**config.mk**
```make
export PLATFORM = sky130hd
export DESIGN_NAME = gasr_cell
export DESIGN_NICKNAME = d
export VERILOG_FILES = /design/src/rtl/gasr_pkg.sv /design/src/rtl/gasr_cell.sv
export SDC_FILE = /design/constraint.sdc
export NUM_CORES = 1
export LEC_CHECK = 0
export CORE_MARGIN = 2
export CORE_UTILIZATION = 70
export DETAILED_ROUTE_END_ITERATION = 10
export DONT_BUFFER_PORTS = 1
export GPL_ROUTABILITY_DRIVEN = 0
export PLACE_DENSITY = 0.86
export SLEW_MARGIN = 5
export SYNTH_ARGS = -nofsm -noshare
export SYNTH_HDL_FRONTEND = slang
export SYNTH_SLANG_ARGS = --single-unit
```
**constraint.sdc**
```tcl
create_clock -name clk -period 16.86 [get_ports clk]
set_input_delay 3.372 -clock clk [delete_from_list [all_inputs] [get_ports clk]]
set_output_delay 3.372 -clock clk [all_outputs]
set_load 0.02 [all_outputs]
```
**src/rtl/gasr_pkg.sv**
```systemverilog
package gasr_pkg;

	localparam int MAX_REF_LEN = 256;
	localparam int SYM_W       = 8;
	localparam int LEN_W       = $clog2(MAX_REF_LEN + 1);
	localparam int IDX_W       = $clog2(MAX_REF_LEN);
	localparam int SCORE_W     = 24;
	localparam int ROW_W       = 16;
	localparam int CFG_W       = 7;
	// room for a saturated score plus a 7-bit term, or the widest edge formula
	localparam int SC_W        = 26;

	localparam logic [1:0] OP_CLEAR  = 2'd0;
	localparam logic [1:0] OP_APPEND = 2'd1;
	localparam logic [1:0] OP_QUERY  = 2'd2;

	localparam logic [1:0] REG_MATCH    = 2'd0;
	localparam logic [1:0] REG_MISMATCH = 2'd1;
	localparam logic [1:0] REG_GAP      = 2'd2;

	localparam logic [ROW_W-1:0] ROW_MAX = {ROW_W{1'b1}};

	localparam logic signed [SC_W-1:0] SAT_HI = SC_W'(8388607);
	localparam logic signed [SC_W-1:0] SAT_LO = -SC_W'(8388608);

	typedef struct packed {
		logic signed [CFG_W-1:0] match;
		logic signed [CFG_W-1:0] mismatch;
		logic signed [CFG_W-1:0] gap;
	} scores_t;

	// one query row travelling along the cells
	typedef struct packed {
		logic                      valid;
		logic                      done;
		logic                      empty;
		logic [SYM_W-1:0]          sym;
		logic [ROW_W-1:0]          row;
		logic [IDX_W-1:0]          remaining;
		logic signed [SCORE_W-1:0] left;
		logic signed [SCORE_W-1:0] diag;
	} token_t;

	function automatic logic signed [SCORE_W-1:0] sat_score(input logic signed [SC_W-1:0] v);
		logic signed [SCORE_W-1:0] r;
		if (v > SAT_HI) begin
			r = SAT_HI[SCORE_W-1:0];
		end else if (v < SAT_LO) begin
			r = SAT_LO[SCORE_W-1:0];
		end else begin
			r = v[SCORE_W-1:0];
		end
		return r;
	endfunction

endpackage

```
**src/rtl/gasr_cell.sv**
```systemverilog
module gasr_cell import gasr_pkg::*; (
	input  logic             clk,
	input  logic             arst_n,
	input  logic             en,
	input  logic [IDX_W-1:0] idx,
	input  logic             wr_en,
	input  logic [SYM_W-1:0] wr_sym,
	input  scores_t          scores,
	input  token_t           tin,
	output token_t           tout
);

	logic [SYM_W-1:0]          sym_q;
	logic signed [SCORE_W-1:0] above_q;
	token_t                    tout_q;
	token_t                    tnext;

	logic signed [SC_W-1:0] s_x, gap_x, diag_c, left_c, up_c, best, edge_row, edge_col;
	logic signed [SC_W-1:0] v_raw;
	logic signed [SCORE_W-1:0] v;

	always_comb begin
		s_x    = (sym_q == tin.sym) ? SC_W'(scores.match) : SC_W'(scores.mismatch);
		gap_x  = SC_W'(scores.gap);
		diag_c = SC_W'(tin.diag) + s_x;
		left_c = SC_W'(tin.left) + gap_x;
		up_c   = SC_W'(above_q) + gap_x;
		best   = (diag_c > left_c) ? diag_c : left_c;
		if (up_c > best) begin
			best = up_c;
		end
		// first column and first row edges: s + 2 - 2 * index
		edge_row = s_x + SC_W'(2)
			- $signed({{(SC_W-ROW_W-1){1'b0}}, tin.row, 1'b0});
		edge_col = s_x + SC_W'(2)
			- $signed({{(SC_W-IDX_W-1){1'b0}}, idx, 1'b0});
		if (tin.row == '0 && idx == '0) begin
			v_raw = '0;
		end else if (idx == '0) begin
			v_raw = edge_row;
		end else if (tin.row == '0) begin
			v_raw = edge_col;
		end else begin
			v_raw = best;
		end
		v = sat_score(v_raw);

		tnext = tin;
		if (tin.valid && !tin.done) begin
			tnext.left      = v;
			tnext.diag      = above_q;
			tnext.done      = (tin.remaining == '0);
			tnext.remaining = tin.remaining - 1'b1;
		end
	end

	always_ff @(posedge clk) begin
		if (wr_en) begin
			sym_q <= wr_sym;
		end
		if (en && tin.valid && !tin.done) begin
			above_q <= v;
		end
	end

	always_ff @(posedge clk or negedge arst_n) begin
		if (!arst_n) begin
			tout_q <= '0;
		end else if (en) begin
			tout_q <= tnext;
		end
	end

	assign tout = tout_q;

endmodule

```
; Yosys cells after proc, flatten, opt, wreduce, memory -nomap -nowiden
; Cells that the tools add are included.
[word_totals]
register_bits = 115
latchBits = 0
ramBits = 0
mem_bits_ro = 0
in_bits = 124
wordCells = 40
n_memories = 0
[op_classes]
n_addsub = 7
multipliers = 0
div_mod_pow = 0
order_cmp = 4
n_eq_ne = 1
n_shift = 0
mux = 10
n_bitwise = 0
reduce_logical = 8
[ops]
columns = cell, count
row1 = 26-bit two-way mux, 6
row2 = 56-bit two-way mux, 1
row3 = 24-bit by 7-bit adder with 25-bit output, 2
row4 = 24-bit two-way mux, 2
row5 = 24-bit by 26-bit adder with 26-bit output, 1
row6 = "26-bit by 3-bit adder with 26-bit output, second input constant", 1
row7 = 25-bit by 26-bit greater-than comparator with 1-bit output, 1
row8 = "26-bit by 24-bit greater-than comparator with 1-bit output, second input constant", 1
row9 = 26-bit by 25-bit greater-than comparator with 1-bit output, 1
row10 = "26-bit by 24-bit less-than comparator with 1-bit output, second input constant", 1
row11 = 26-bit by 10-bit subtractor with 26-bit output, 1
row12 = 26-bit by 18-bit subtractor with 26-bit output, 1
row13 = 16-bit logical NOT, 1
row14 = 8-bit logical NOT, 2
row15 = 8-bit == test, 1
row16 = "8-bit by 1-bit subtractor with 8-bit output, second input constant", 1
row17 = 1-bit logical AND, 4
row18 = 1-bit logical NOT, 1
row19 = 1-bit two-way mux, 1

; Logic depth before layout (Yosys ltp)
[depth]
depth_word = 14
ltp_mapped = 44

; Worst setup path after synthesis
; No wires, ideal clock.
[synth_path]
kind = input port to flip-flop
from = input tin[73] (netlist name)
to = register above_q[11] (data pin)
arrival_ns = 11.047
required_ns = 16.601
setup_slack_ns = 5.555
path_stages = 42
n_path_buf = 6
path_cell_list = xor2_1 -> nor4_1 -> nand2_1 -> buf_2 -> mux2i_1 -> inv_1 -> ha_1 -> nand2_1 -> o21ai_0 -> o21ai_0 -> nand2b_1 -> a21oi_1 -> xnor2_1 -> ha_1 -> a21o_1 -> a21o_1 -> a21oi_1 -> o21ai_0 -> [6 not listed] -> buf_6 -> o21a_1 -> ha_1 -> a211oi_1 -> o21a_1 -> o21ai_0 -> nor4_1 -> a21o_1 -> inv_1 -> clkbuf_1 -> a21o_1 -> a2111oi_0 -> a22oi_1 -> nand3_2 -> a21o_1 -> buf_2 -> buf_2 -> nand2_1
[synth_between]
elab_chain_len = 13
elab_cells_between_ends = 17
[synth_rtl]
columns = item, line
row1 = start: declaration, gasr_cell.sv:9  ; input token_t tin,
row2 = 8-bit == test *, gasr_cell.sv:23  ; s_x = (sym_q == tin.sym) ? SC_W'(scores.match) : SC_W'(scores.mismatch);
row3 = 26-bit two-way mux *, gasr_cell.sv:23
row4 = 24-bit by 26-bit adder with 26-bit output, gasr_cell.sv:25  ; diag_c = SC_W'(tin.diag) + s_x;
row5 = 26-bit by 25-bit greater-than comparator with 1-bit output, gasr_cell.sv:28  ; best = (diag_c > left_c) ? diag_c : left_c;
row6 = 26-bit two-way mux, gasr_cell.sv:28
row7 = 25-bit by 26-bit greater-than comparator with 1-bit output, gasr_cell.sv:29  ; if (up_c > best) begin
row8 = 26-bit two-way mux, gasr_cell.sv:29
row9 = 26-bit two-way mux, gasr_cell.sv:41  ; end else if (tin.row == '0) begin
row10 = 26-bit two-way mux *, gasr_cell.sv:39  ; end else if (idx == '0) begin
row11 = 26-bit two-way mux *, gasr_cell.sv:37  ; if (tin.row == '0 && idx == '0) begin
row12 = 26-bit by 24-bit less-than comparator with 1-bit output, gasr_pkg.sv:48  ; end else if (v < SAT_LO) begin
row13 = 24-bit two-way mux, gasr_pkg.sv:48
row14 = 24-bit two-way mux *, gasr_pkg.sv:46  ; if (v > SAT_HI) begin
row15 = via v[11], gasr_cell.sv:20  ; logic signed [SCORE_W-1:0] v;
row16 = end signal: assignment, gasr_cell.sv:62  ; above_q <= v;
row17 = end: declaration, gasr_cell.sv:14  ; logic signed [SCORE_W-1:0] above_q;
; The timed path passes the listed nets; every way through them passes the cells marked *.
; A chain may end at the register's enable or synchronous reset.

; Worst setup path in the final report
[layout_path]
from = input tin[76] (netlist name)
to = register tout_q, in the netlist tout[38]
[layout_between]
elab_chain_len = 14
elab_cells_between_ends = 18
[layout_rtl]
columns = item, line
row1 = 8-bit == test *, gasr_cell.sv:23
row2 = 26-bit two-way mux *, gasr_cell.sv:23
row3 = 24-bit by 26-bit adder with 26-bit output, gasr_cell.sv:25
row4 = 26-bit by 25-bit greater-than comparator with 1-bit output, gasr_cell.sv:28
row5 = 26-bit two-way mux, gasr_cell.sv:28
row6 = 25-bit by 26-bit greater-than comparator with 1-bit output, gasr_cell.sv:29
row7 = 26-bit two-way mux, gasr_cell.sv:29
row8 = 26-bit two-way mux, gasr_cell.sv:41
row9 = 26-bit two-way mux *, gasr_cell.sv:39
row10 = 26-bit two-way mux *, gasr_cell.sv:37
row11 = 26-bit by 24-bit less-than comparator with 1-bit output, gasr_pkg.sv:48
row12 = 24-bit two-way mux, gasr_pkg.sv:48
row13 = 24-bit two-way mux *, gasr_pkg.sv:46
row14 = 56-bit two-way mux *, gasr_cell.sv:49  ; if (tin.valid && !tin.done) begin
row15 = end signal: assignment, gasr_cell.sv:70  ; tout_q <= tnext;
row16 = end: declaration, gasr_cell.sv:15  ; token_t tout_q;
; Mark *: on every way between the ends. The rest lies on a longest branch, timed or not.

==> metrics <==
WL final between 40 and 50 mm; CTS sink cnt 115; Clock Skew 0.0107 ns; Syn-to-layout area delta 5.45%; Synth area leader dfrtp_1; fin crit period 14.08 ns; # IOs just over 200; Yosys reg bits between 100 and 150; Async SR Flop Fraction between 70% and 80%; # resized after CTS 0; Setup CP Type in -> reg; clk root buf clkbuf_16; vias 12300; clk_lat worst skew 0.44 ns; Detailed Routing Iterations Pass 1 9; Synth Flop Type dfrtp_1; CTS buffer count 17; fin crit share 83.5%; Core Footprint 17400 um2; grt ovf 0; Final Hold Fails 0; clock-pin slew on the worst setup and hold paths around 0.070 ns; RSZ-0062 raised after global routing no; DRT iter0 DRCs 1333; Die W 138 um; H-tree depth 4; DRC 0; DR vias/cell a little over 7; vias in the first global route between 10000 and 15000; Setup-failing EPs final 0; Avg Inst Size Synth 8.32 um2; Rows between 40 and 50; global-route wire length before repair 61.9 mm; CTS Buffer Depth 2; Slew @ Worst Pin between 1 and 1.5 ns; Inserted Diodes 0; fillers 1262; sequential-to-total area share from yosys stat 24.3%; hold crit path type reg -> reg; syn_nets between 1500 and 2000; Syn. warnings 0; worst path arrival time 14.44 ns; top cell type's share of synthesized area 16.6%; die height approximately 140 um; Mapped Area 12500 um2; Worst EP required 17.22 ns; antenna violations before repair 1; post-route ant nets 0; max frequency 71.0 MHz; Worst setup EP type flop; Power, Total 2.24 mW; Critical Path Start tin[76]; largest net degree at the start of global routing 141; Hold Startpoint above_q[0]; max-slew violation count 0; EDFF count, synth 32; crit path max fanout 32; hold_buf cts 0; pwr dens 170 nW/um2; nets roughly 1800; VDD IR-drop max 0.000118 V; Critical Path Most Common Cell o21ai_0; final non-filler cell total ~1700; Worst R2R Start sym_q[3]; final design utilization 76.0%; Initial Utilization 72.1%; max-cap viol count 0; most frequent cells in the layout ha_1 (154), nand2_1 (149), a21oi_1 (114); I/O Buffers 0; commonest non-fill, non-tap cell in the layout ha_1; die area 19000 um2; CTS tree done; setup TNS 0 ns; Leak 5.85 nW; drt wl/cell 24.0 um; Placed Instances about 1700; GRT Total Usage between 40 and 50%; Setup Fix Bufs, Post-CTS 0; Slew HR 13.8%; Syn Inst Count 1503; status finished clean; Distinct cells, synth 94; share of cells above drive strength 1 7.28%; CP max stage cell a21o_1; Synth area leaders dfrtp_1 (17%), ha_1 (15%), edfxtp_1 (7.7%), a21oi_1 (4.6%), nand2_1 (4.5%); CP peak stage delay between 0.8 and 0.9 ns; CP Launch Type input pin; DPL Wire Length 31.0 mm
[cell families after synthesis]
family	after synthesis	synth area share (%)
compound gates	479	25.6
xor+xnor	96	6.84
fa+ha+maj	160	16.3
buf+inv	140	4.43
flops	115	24.3
mux	52	4.52
simple gates	461	18.1
[sequential cells by signal, indices dropped and copies added (netlist names)]
name and flops:
above_q 24, sym_q 8, tout 83
[per-layer routing]
| layer | vias up | global-route usage, % | routed length (um) |
|---|---|---|---|
| met4 | 2 | 29.2 | 3350 |
| met3 | 261 | 15.9 | 5350 |
| li1 | 5534 | - | - |
| met5 | - | 0 | 12 |
| met1 | 5635 | 49.3 | 14800 |
| met2 | 903 | 66.2 | 17500 |
[final cells by class]
| cell class | count | area, um2 | share of cell area [%] |
|---|---|---|---|
| Tap cell | 225 | 282 | 2.13 |
| Clock inverter | 15 | 179 | 1.36 |
| Sequential cell | 115 | 3040 | 23.0 |
| Multi-Input combinational cell | 1248 | 8920 | 67.6 |
| Clock buffer | 17 | 425 | 3.23 |
| Timing Repair Buffer | 3 | 22.5 | 0.171 |
| Inverter | 86 | 323 | 2.45 |
[critical path, delay by kind of cell]
family / cells / cell delay (ns)
AO/OA/AOI/OAI: 20 / 6.22
AND/OR/NAND/NOR: 10 / 2.13
adder cells (fa/ha/maj): 3 / 1.24
buffers and inverters: 1 / 0.54
multiplexers: 1 / 0.49
XOR/XNOR: 2 / 0.41
[path summary, 6_finish.rpt]
check / to / slack (ns) / cells past startpoint
hold reg to reg: tout[0] / 0.60 / 2
hold / removal: tout[0] / 0.60 / 2
min in group asynchronous: tout[20] / 2.62 / 0
setup / recovery: tout[38] / 2.78 / 37
setup reg to reg: tout[38] / 5.33 / 37
max in group asynchronous: tout[58] / 14.04 / 0
[per-stage QoR]
stage / setup slack, ns / hold slack, ns / area, um2
finish: 2.78 / 0.603 / 13200
global route: 2.06 / 0.637 / 13200
CTS: 3.36 / 0.599 / 13200
floorplan: 5.55 / 0.539 / 12500
global placement: 3.36 / 0.571 / 12600
detailed placement: 3.03 / 0.590 / 12600
[power by group]
part	total (mW)	switching, mW	internal (mW)	leakage [nW]
registers	0.498	0.105	0.392	1.24
clock network	0.377	0.176	0.201	0.297
logic	1.36	0.891	0.471	4.31
[synthesized netlist by cell type, types with 21 or more instances]
cell / instances
a21o_1: 51
a21oi_1: 114
a31oi_1: 39
clkbuf_1: 39
dfrtp_1: 83
edfxtp_1: 32
ha_1: 154
inv_1: 85
mux2_2: 33
nand2_1: 149
nand2b_1: 21
nand3_1: 27
nand4_1: 26
nor2_1: 104
nor3_1: 29
o21a_1: 30
o21ai_0: 99
xnor2_1: 53
xor2_1: 41
Power figures use the tool's default switching activity.
